**src/sv/fqs_pkg.sv**
```systemverilog
// Package for the FIFO queue with search: opcodes, status codes, sequencer states, cell control and defaults.
`default_nettype none
package fqs_pkg;

  localparam int unsigned DEPTH_DEF       = 16;
  localparam int unsigned VALUE_WIDTH_DEF = 32;
  localparam int unsigned RES_W           = 32;
  localparam int unsigned CNT_OUT_W       = 5;

  typedef enum logic [1:0] {
    OP_PUSH   = 2'd0,
    OP_POP    = 2'd1,
    OP_PEEK   = 2'd2,
    OP_SEARCH = 2'd3
  } op_e;

  typedef enum logic [1:0] {
    ST_OK    = 2'd0,
    ST_EMPTY = 2'd1,
    ST_FULL  = 2'd2
  } status_e;

  typedef enum logic {
    S_IDLE   = 1'b0,
    S_SEARCH = 1'b1
  } state_e;

  typedef struct packed {
    logic push;
    logic pop;
  } cell_ctrl_t;

endpackage
`default_nettype wire

```
**src/sv/fqs_cell.sv**
```systemverilog
// One storage cell of the queue chain, with its stage of the search pipeline.
`default_nettype none
module fqs_cell import fqs_pkg::*; #(
  parameter int unsigned INDEX       = 0,
  parameter int unsigned VALUE_WIDTH = VALUE_WIDTH_DEF,
  parameter int unsigned CNT_W       = 5
) (
  input  wire logic                   clk_i,
  input  wire logic                   rst_ni,
  input  wire cell_ctrl_t             ctrl_i,
  input  wire logic [CNT_W-1:0]       count_i,
  input  wire logic [VALUE_WIDTH-1:0] push_value_i,
  input  wire logic [VALUE_WIDTH-1:0] next_value_i,
  output logic [VALUE_WIDTH-1:0]      value_o,
  input  wire logic [VALUE_WIDTH-1:0] key_i,
  input  wire logic [CNT_W-1:0]       acc_i,
  input  wire logic                   tok_vld_i,
  output logic [VALUE_WIDTH-1:0]      key_o,
  output logic [CNT_W-1:0]            acc_o,
  output logic                        tok_vld_o
);

  logic [VALUE_WIDTH-1:0] value_q, value_d;
  logic [VALUE_WIDTH-1:0] key_q;
  logic [CNT_W-1:0]       acc_q, acc_d;
  logic                   tok_vld_q;
  logic                   occupied;
  logic                   hit;

  assign occupied = (count_i > CNT_W'(INDEX));
  assign hit      = tok_vld_i && occupied && (value_q == key_i);

  always_comb begin
    priority if (ctrl_i.pop) begin
      value_d = next_value_i;
    end else if (ctrl_i.push && (count_i == CNT_W'(INDEX))) begin
      value_d = push_value_i;
    end else begin
      value_d = value_q;
    end
    acc_d = acc_i + CNT_W'(hit);
  end

  always_ff @(posedge clk_i) begin
    value_q <= value_d;
    key_q   <= key_i;
    acc_q   <= acc_d;
  end

  always_ff @(posedge clk_i or negedge rst_ni) begin
    if (!rst_ni) begin
      tok_vld_q <= 1'b0;
    end else begin
      tok_vld_q <= tok_vld_i;
    end
  end

  assign value_o   = value_q;
  assign key_o     = key_q;
  assign acc_o     = acc_q;
  assign tok_vld_o = tok_vld_q;

endmodule
`default_nettype wire

```
**src/sv/fifo_queue_with_search.sv**
```systemverilog
// Top level of the FIFO queue with occurrence search, built as a chain of cells.
`default_nettype none
// Bounded FIFO queue of signed values, one request per start pulse, one result per
// request on a done_o strobe that lasts exactly one cycle and cannot be held off.
// Entries live in a row of DEPTH cells; cell 0 always holds the front entry, a push
// writes the cell at the current fill count and a pop shifts every cell one place
// toward the front. Push, pop and peek keep busy low: the result shows on the cycle
// after start, and a new request may be issued every cycle unless a search holds busy.
// A search sends the key down the cell row as a token, one cell per cycle, and each
// occupied cell adds its match to a running count; it holds busy high until the
// token leaves the last cell, so the length of the cell row sets how long a search
// holds off the next request. Pop or peek on an empty queue and push on a full
// queue leave the queue untouched and report it in status_o.
module fifo_queue_with_search import fqs_pkg::*; #(
  parameter int unsigned DEPTH       = DEPTH_DEF,
  parameter int unsigned VALUE_WIDTH = VALUE_WIDTH_DEF
) (
  input  wire logic                    clk_i,
  input  wire logic                    rst_ni,
  input  wire logic                    start,
  output logic                         busy,
  input  wire logic [1:0]              opcode_i,
  input  wire logic signed [RES_W-1:0] item_value_i,
  output logic                         done_o,
  output logic signed [RES_W-1:0]      read_value_o,
  output logic                         found_o,
  output logic [CNT_OUT_W-1:0]         match_count_o,
  output logic [CNT_OUT_W-1:0]         occupancy_o,
  output logic                         empty_res_o,
  output logic [1:0]                   status_o
);

  localparam int unsigned CNT_W = $clog2(DEPTH + 1);

  // Control state
  state_e           state_q, state_d;
  logic [CNT_W-1:0] count_q, count_d;
  logic             done_q;

  // Result registers (payload)
  logic [RES_W-1:0]     res_value_q, res_value_d;
  logic                 res_found_q, res_found_d;
  logic [CNT_OUT_W-1:0] res_match_q, res_match_d;
  logic [CNT_OUT_W-1:0] res_occ_q, res_occ_d;
  logic                 res_empty_q, res_empty_d;
  status_e              res_status_q, res_status_d;

  logic       accept;
  op_e        op;
  cell_ctrl_t ctrl;
  logic       full;
  logic       load_result;

  logic [VALUE_WIDTH-1:0] key_w;
  logic [RES_W-1:0]       front_w;
  logic [CNT_OUT_W-1:0]   occ_next5;
  logic [CNT_OUT_W-1:0]   match5;

  // Cell row wiring: stored values, and the search token passed cell to cell
  logic [VALUE_WIDTH-1:0] entry_val [DEPTH];
  logic [VALUE_WIDTH-1:0] tok_key   [DEPTH+1];
  logic [CNT_W-1:0]       tok_acc   [DEPTH+1];
  logic                   tok_vld   [DEPTH+1];

  assign busy   = (state_q == S_SEARCH);
  assign accept = start && !busy;
  assign op     = op_e'(opcode_i);
  assign full   = (count_q == CNT_W'(DEPTH));

  // Fit the request value to the stored width, and the front entry to the result width
  generate
    if (VALUE_WIDTH <= RES_W) begin : g_key_narrow
      assign key_w = item_value_i[VALUE_WIDTH-1:0];
    end else begin : g_key_wide
      assign key_w = {{(VALUE_WIDTH-RES_W){1'b0}}, item_value_i};
    end
    if (VALUE_WIDTH >= RES_W) begin : g_front_wide
      assign front_w = entry_val[0][RES_W-1:0];
    end else begin : g_front_narrow
      assign front_w = {{(RES_W-VALUE_WIDTH){entry_val[0][VALUE_WIDTH-1]}}, entry_val[0]};
    end
    if (CNT_W >= CNT_OUT_W) begin : g_cnt_cut
      assign occ_next5 = count_d[CNT_OUT_W-1:0];
      assign match5    = tok_acc[DEPTH][CNT_OUT_W-1:0];
    end else begin : g_cnt_ext
      assign occ_next5 = {{(CNT_OUT_W-CNT_W){1'b0}}, count_d};
      assign match5    = {{(CNT_OUT_W-CNT_W){1'b0}}, tok_acc[DEPTH]};
    end
  endgenerate

  // Launch the search token at the front of the row
  assign tok_key[0] = key_w;
  assign tok_acc[0] = '0;
  assign tok_vld[0] = accept && (op == OP_SEARCH);

  // Decode the request into cell control and the next fill count
  always_comb begin
    ctrl.push = 1'b0;
    ctrl.pop  = 1'b0;
    count_d   = count_q;
    if (accept) begin
      unique case (op)
        OP_PUSH: begin
          if (!full) begin
            ctrl.push = 1'b1;
            count_d   = count_q + CNT_W'(1);
          end
        end
        OP_POP: begin
          if (count_q != '0) begin
            ctrl.pop = 1'b1;
            count_d  = count_q - CNT_W'(1);
          end
        end
        OP_PEEK, OP_SEARCH: begin
          count_d = count_q;
        end
        default: begin
          count_d = count_q;
        end
      endcase
    end
  end

  // Sequencer: idle takes requests, search waits for the token to leave the row
  always_comb begin
    state_d = state_q;
    unique case (state_q)
      S_IDLE: begin
        if (accept && (op == OP_SEARCH)) begin
          state_d = S_SEARCH;
        end
      end
      S_SEARCH: begin
        if (tok_vld[DEPTH]) begin
          state_d = S_IDLE;
        end
      end
      default: begin
        state_d = S_IDLE;
      end
    endcase
  end

  // Build the result: push, pop and peek at accept, search when the token exits
  always_comb begin
    load_result  = 1'b0;
    res_value_d  = '0;
    res_found_d  = 1'b0;
    res_match_d  = '0;
    res_occ_d    = occ_next5;
    res_empty_d  = (count_d == '0);
    res_status_d = ST_OK;
    if (tok_vld[DEPTH]) begin
      load_result = 1'b1;
      res_found_d = (tok_acc[DEPTH] != '0);
      res_match_d = match5;
    end else if (accept && (op != OP_SEARCH)) begin
      load_result = 1'b1;
      unique case (op)
        OP_PUSH: begin
          if (full) begin
            res_status_d = ST_FULL;
          end
        end
        OP_POP, OP_PEEK: begin
          if (count_q == '0) begin
            res_status_d = ST_EMPTY;
          end else begin
            res_value_d = front_w;
          end
        end
        default: begin
          res_status_d = ST_OK;
        end
      endcase
    end
  end

  always_ff @(posedge clk_i or negedge rst_ni) begin
    if (!rst_ni) begin
      state_q <= S_IDLE;
      count_q <= '0;
      done_q  <= 1'b0;
    end else begin
      state_q <= state_d;
      count_q <= count_d;
      done_q  <= load_result;
    end
  end

  // Hold the result payload until the next result replaces it
  always_ff @(posedge clk_i) begin
    if (load_result) begin
      res_value_q  <= res_value_d;
      res_found_q  <= res_found_d;
      res_match_q  <= res_match_d;
      res_occ_q    <= res_occ_d;
      res_empty_q  <= res_empty_d;
      res_status_q <= res_status_d;
    end
  end

  // The cell row; the last cell refills from itself on a pop, which is never read
  generate
    for (genvar i = 0; i < DEPTH; i++) begin : g_cell
      logic [VALUE_WIDTH-1:0] next_val;
      if (i == DEPTH - 1) begin : g_last
        assign next_val = entry_val[i];
      end else begin : g_mid
        assign next_val = entry_val[i+1];
      end
      fqs_cell #(
        .INDEX       (i),
        .VALUE_WIDTH (VALUE_WIDTH),
        .CNT_W       (CNT_W)
      ) u_cell (
        .clk_i        (clk_i),
        .rst_ni       (rst_ni),
        .ctrl_i       (ctrl),
        .count_i      (count_q),
        .push_value_i (key_w),
        .next_value_i (next_val),
        .value_o      (entry_val[i]),
        .key_i        (tok_key[i]),
        .acc_i        (tok_acc[i]),
        .tok_vld_i    (tok_vld[i]),
        .key_o        (tok_key[i+1]),
        .acc_o        (tok_acc[i+1]),
        .tok_vld_o    (tok_vld[i+1])
      );
    end
  endgenerate

  assign done_o        = done_q;
  assign read_value_o  = res_value_q;
  assign found_o       = res_found_q;
  assign match_count_o = res_match_q;
  assign occupancy_o   = res_occ_q;
  assign empty_res_o   = res_empty_q;
  assign status_o      = res_status_q;

endmodule
`default_nettype wire

```
**config.mk**
```make
export PLATFORM = sky130hd
export DESIGN_NAME = fifo_queue_with_search
export DESIGN_NICKNAME = d
export VERILOG_FILES = /design/src/sv/fqs_pkg.sv /design/src/sv/fqs_cell.sv /design/src/sv/fifo_queue_with_search.sv
export SDC_FILE = /design/constraint.sdc
export NUM_CORES = 2
export LEC_CHECK = 0
export ABC_AREA = 1
export BUFFER_PORTS_ARGS = -buffer_cell sky130_fd_sc_hd__buf_4
export CORE_MARGIN = 4
export CORE_UTILIZATION = 60
export DETAILED_ROUTE_END_ITERATION = 7
export HOLD_SLACK_MARGIN = 0.06
export PLACE_DENSITY = 0.77
export SETUP_SLACK_MARGIN = 0.5
export SYNTH_ARGS = -nofsm -noshare
export SYNTH_HDL_FRONTEND = slang
export SYNTH_SLANG_ARGS = --single-unit
```
**constraint.sdc**
```tcl
create_clock -name clk_i -period 6.97 [get_ports clk_i]
set_input_delay 1.0455 -clock clk_i [delete_from_list [all_inputs] [get_ports clk_i]]
set_output_delay 1.0455 -clock clk_i [all_outputs]
set_load 0.01 [all_outputs]
```
======== After elaboration in Yosys (flattened, before gate mapping) ========
Cells that the tools add are included.
word-level totals
  bits in registers ....................... 1137
  bits of input ports ..................... 37
  output and inout port bits .............. 48
  logic and storage cells ................. 269
operators by class
  add/sub/neg operators ................... 17
  order comparisons ....................... 16
  equality and inequality tests ........... 36
  mux-type cells .......................... 47
  bitwise gates (word level) .............. 4
  reduce and logical (&&, ||, !) cells .... 77
operator list
  cell                                                                  count
  32-bit 2-to-1 mux                                                     30
  32-bit == test                                                        16
  5-bit by 1-bit adder with 5-bit output                                14
  1-bit logical AND                                                     51
  5-bit by 4-bit == test with 1-bit output, second input constant       8
  5-bit by 4-bit > comparator with 1-bit output, second input constant  8
  2-bit nonzero test                                                    15
  5-bit by 3-bit == test with 1-bit output, second input constant       4
  5-bit by 3-bit > comparator with 1-bit output, second input constant  4
  5-bit 2-to-1 mux                                                      3
  5-bit one-hot mux with 3 select lines                                 1
  5-bit by 2-bit == test with 1-bit output, second input constant       2
  5-bit by 1-bit > comparator with 1-bit output, second input constant  2
  5-bit by 2-bit > comparator with 1-bit output, second input constant  2
  5-bit zero test                                                       2
  5-bit nonzero test                                                    2
  1-bit 2-to-1 mux                                                      9
  2-bit OR reduction                                                    3
  5-bit by 1-bit adder with 5-bit output, second input constant         1
  5-bit by 1-bit == test with 1-bit output, second input constant       1
  5-bit == test, second input constant                                  1
  5-bit by 1-bit subtractor with 5-bit output, second input constant    1
  2-bit == test, second input constant                                  2
  2-bit 2-to-1 mux                                                      2
  10 further kinds                                                      13

======== Depth between registers and ports, before layout ========
  word-level depth ........................ 7
  mapped depth ............................ 14
  gate-level depth less buffers ........... 13

======== Hierarchy ========
A second synthesis with hierarchy kept.
second synthesis, totals
  cell total of the unflattened synthesis .. 5443
  area, all modules ....................... 47434.2 sq um
modules (own cells, without submodules)
  module                        instances  cells each  area an instance (sq um)  seq. area each (sq um)
  fqs_cell (g_cell[8].u_cell)   1          330         2834.0                    1726.7
  fqs_cell (g_cell[11].u_cell)  1          326         2831.5                    1726.7
  fqs_cell (g_cell[4].u_cell)   1          326         2822.7                    1726.7
  fqs_cell (g_cell[12].u_cell)  1          327         2821.5                    1726.7
  fqs_cell (g_cell[6].u_cell)   1          325         2816.5                    1726.7
  fqs_cell (g_cell[0].u_cell)   1          328         2815.2                    1726.7
  fqs_cell (g_cell[13].u_cell)  1          329         2813.9                    1726.7
  fqs_cell (g_cell[9].u_cell)   1          327         2811.4                    1726.7
  fqs_cell (g_cell[2].u_cell)   1          328         2808.9                    1726.7
  fqs_cell (g_cell[14].u_cell)  1          324         2807.7                    1726.7
  fqs_cell (g_cell[1].u_cell)   1          325         2806.4                    1726.7
  fqs_cell (g_cell[3].u_cell)   1          330         2806.4                    1726.7
  fqs_cell (g_cell[10].u_cell)  1          322         2802.7                    1726.7
  fqs_cell (g_cell[5].u_cell)   1          320         2797.7                    1726.7
  +3 rows                       --         --          --                        --

======== Least setup slack after synthesis ========
Ideal clock, no wire load.
  path type ............................... input port to flip-flop
  start ................................... input opcode_i[0]
  end ..................................... register g_cell[6].u_cell.value_q[0] (enable)
  setup time .............................. 0.511 ns
  data arrival time ....................... 4.886 ns
  required time ........................... 6.459 ns
  path slack .............................. 1.573 ns
  stages .................................. 6
  path buffers ............................ 0
  cell sequence ........................... inv_1 ha_1 inv_1 nor2_1 nand2_1 o41ai_1
on the way
  longest elaborated chain between the ends .. 5
  elaborated cells on any way between the ends .. 7
  those cells by class .................... eq/ne (1); mux (3); reduce/logical (3)
ends and longest elaborated chain
  item                            RTL line                       text
  start: declaration              fifo_queue_with_search.sv:22   input wire logic [1:0] opcode_i,
  2-bit zero test                 fifo_queue_with_search.sv:102  unique case (op)
  1-bit 2-to-1 mux                fifo_queue_with_search.sv:102
  2-bit 2-to-1 mux *              fifo_queue_with_search.sv:101  if (accept) begin
  1-bit logical AND               fqs_cell.sv:36                 end else if (ctrl_i.push && (count_i == CNT_W'(INDEX))) begin
  2-bit nonzero test (no line) *  --
  end signal: assignment          fqs_cell.sv:45                 value_q <= value_d;
  end: declaration                fqs_cell.sv:23                 logic [VALUE_WIDTH-1:0] value_q, value_d;
Mark *: on every way between the ends. The rest lies on a longest branch, timed or not.
A chain may end at the register's enable or synchronous reset.

======== Final worst setup path ========
  start ................................... register count_q[1]
  end ..................................... register g_cell[10].u_cell.value_q[6] (enable)
on the way
  longest elaborated chain between the ends .. 6
  elaborated cells on any way between the ends .. 10
  those cells by class .................... eq/ne (2); mux (5); reduce/logical (3)
ends and longest elaborated chain
  item                            RTL line                       text
  start: declaration              fifo_queue_with_search.sv:37   logic [CNT_W-1:0] count_q, count_d;
  start signal: assignment        fifo_queue_with_search.sv:187  count_q <= count_d;
  5-bit == test                   fifo_queue_with_search.sv:68   assign full = (count_q == CNT_W'(DEPTH));
  1-bit 2-to-1 mux                fifo_queue_with_search.sv:104  if (!full) begin
  1-bit 2-to-1 mux                fifo_queue_with_search.sv:102
  2-bit 2-to-1 mux                fifo_queue_with_search.sv:101
  1-bit logical AND               fqs_cell.sv:36
  2-bit nonzero test (no line) *  --
  end signal: assignment          fqs_cell.sv:45
  end: declaration                fqs_cell.sv:23
Marks and branches as above.

==> results_dict.tcl <==
set metrics [dict create \
    run_status "completed" \
    num_rows 95 \
    detail_route.wirelength_mm 131 \
    power.leakage_nw 18.9 \
    area_growth_pct 13.0 \
    cts_sinks 1131 \
    grt_setup_unrepaired "false" \
    criticalPathCategory "reg -> reg" \
    grt_overflow 0 \
    p_seq_frac 0.528 \
    path_max_fanout 137 \
    cts_setup_buffers 0 \
    power.internal_mw 10.8 \
    port-buffer-count 84 \
    cts_made_buffers 105 \
    synth_most_common_cell "nand2_1" \
    setup_viol 0 \
    final_cells 4840 \
    firstDrtPassIters 6 \
    drc 0 \
    swShare 0.214 \
    drtAntennaViolNets 0 \
    synth_seq_area_share 0.689 \
    clockBufferDepth 3 \
    synth_warnings 0 \
    drv_slew 0 \
    cap_viol_max_count 0 \
    syn_nets 3817 \
    cts_tree "yes" \
    slew_headroom 0.141 \
    tightest_slew_ps 1280 \
    power_frac_clock 0.443 \
    setup_tns_ps 0 \
    synth_commonest_cells "812 x nand2_1, 558 x edfxtp_1, 550 x dfxtp_1" \
    first_global_vias 28400 \
    grt_start_max_net_pins 138 \
    die_w_um 270 \
    setup_slack_ps 2200 \
    die-height_um 270 \
    final_area_mm2 0.0465 \
    antenna_found_initial 3 \
    nNetsFinal 3951 \
    dpl_worst_slack_ps 2090 \
    cts_resized 0 \
    timing.final.crit_period_ps 4770 \
    fin_util 0.688 \
    ioPinCount 85 \
    ys_top_cells_by_area "edfxtp_1 41%, dfxtp_1 27%, nand2_1 7.4%" \
    synth_top_area_frac 0.407 \
    coreArea_mm2 0.0675 \
    p_per_area_mw_per_mm2 296 \
    cts_hold_buf 0 \
    cts-root-buf "clkbuf_16" \
    clock_latency_ps 680 \
    cp.arrival_ps 5140 \
    ir_drop_mv 0.223 \
    dieArea_mm2 0.0728 \
    gr-usage-all-layers 0.352 \
    vias 29500 \
    grt_pass1_wl_mm 188 \
    hp-class "reg -> reg" \
    drt-initial-drc-count 5005 \
    period_share 0.685 \
    drive_gt1_frac 0.0830 \
    pwr-share-comb 0.029 \
    ys_async_sr_fraction 0.0203 \
    ys_types 40 \
    syn-cell-area_mm2 0.0411 \
    htree_levels 3 \
    vias_per_cell 6.09 \
    finalHoldViolations 0 \
    p_sw_mw 2.96 \
    clkTransAtPathRegs_ps 70 \
    power.total_mw 13.8 \
    ys_seq_elements 1131 \
    place_congestion 0.948 \
    synth_top_area_cell "edfxtp_1" \
    syn_area_per_cell_um2 11.0 \
    dp_hpwl_mm 90.6 \
    initial_core_util 0.609 \
    crit_path_end_kind "flip-flop" \
    skew_ps 29.3 \
    fmax_ghz 0.210 \
    synth_ff_type "edfxtp_1" \
    crit_path_start_kind "flip-flop" \
    post-place-cells 4639 \
    holdWs_ps 354 \
    wire_per_inst_um 27.1 \
    synth_edf_count 558 \
    cp.required_ps 7330 \
    synth_cells 3739 \
    dpl-instance-area_mm2 0.0428 \
]
final timing paths:
| path | slack [ps] | cells past startpoint | startpoint | to |
|---|---|---|---|---|
| min in group asynchronous | 380 | 1 | rst_ni | busy |
| worst max-delay path | 2200 | 10 | count_q[1] | g_cell[10].u_cell.value_o[6] |
| worst max register to register | 2200 | 10 | count_q[1] | g_cell[10].u_cell.value_o[6] |
| worst min register to register | 350 | 0 | g_cell[0].u_cell.key_o[4] | g_cell[1].u_cell.key_o[4] |
| worst min-delay path | 350 | 0 | g_cell[0].u_cell.key_o[4] | g_cell[1].u_cell.key_o[4] |
| max in group asynchronous | 6160 | 1 | rst_ni | g_cell[11].u_cell.tok_vld_o |
sequential cells by signal, summed over array words and instances, names as in the netlist:
signal,count
occupancy_o,5
g_cell.u_cell.acc_o,70
g_cell.u_cell.value_o,512
match_count_o,5
count_q,5
done_o,1
read_value_o,32
empty_res_o,1
busy,1
status_o,2
g_cell.u_cell.tok_vld_o,16
found_o,1
g_cell.u_cell.key_o,480
kinds of logic (layout without fill, tap and decap cells):
| group | Yosys count | in the layout | synth area share |
|---|---|---|---|
| AO/OA/AOI/OAI | 580 | 580 | 0.0768 |
| XOR/XNOR | 227 | 227 | 0.0483 |
| adder cells (fa/ha/maj) | 41 | 41 | 0.0125 |
| buffers and inverters | 508 | 734 | 0.0500 |
| flip-flops | 1131 | 1131 | 0.689 |
| other | 0 | 2 | 0 |
| AND/OR/NAND/NOR | 1252 | 1252 | 0.123 |
layout make-up:
| class | instances | area (um2) |
|---|---|---|
| antenna | 2 | 5.00 |
| clock buffer | 157 | 3270 |
| multi-input combinational | 2100 | 10800 |
| inverter | 409 | 1540 |
| tap | 873 | 1090 |
| clock inverter | 42 | 444 |
| fill | 4817 | 21000 |
| timing repair buffer | 126 | 946 |
| sequential | 1131 | 28300 |
critical path, stage by stage, from the launching register on:
cell     delay, ps
dfrtp_1        510
inv_1          240
ha_1           300
nand3_4        140
nand2_2        140
nor2_4         130
inv_8          660
buf_4          790
buf_4          880
o21ai_2        110
buf_4          310
layer usage:
metal  wire length (um)  GRT usage
met2              56400      0.527
met1              47900      0.474
met5                  0          0
met3              17600     0.0924
met4               9090      0.193
power groups by stage:
stage	Clock (mW)	Sequential (mW)	Combinational, mW
after floorplan	0	7.32	0.208
after global placement	0	7.41	0.368
after detailed placement	0	7.41	0.378
after CTS	6.11	7.27	0.383
after global routing	6.38	7.28	0.423
final	6.10	7.28	0.403
cells in the final DEF (no fill, tap or decap), types with 23 or more instances in the layout:
master,instances
xnor2_1,140
o21ai_0,224
edfxtp_1,558
clkbuf_1,23
dfrtp_1,23
nand4_1,49
o21ai_1,211
o22ai_1,80
xor2_1,87
nor2_1,258
inv_1,407
dfxtp_1,550
clkbuf_16,119
nand3_1,79
ha_1,41
buf_4,126
nand2_1,812
Power figures use the tool's default switching activity.
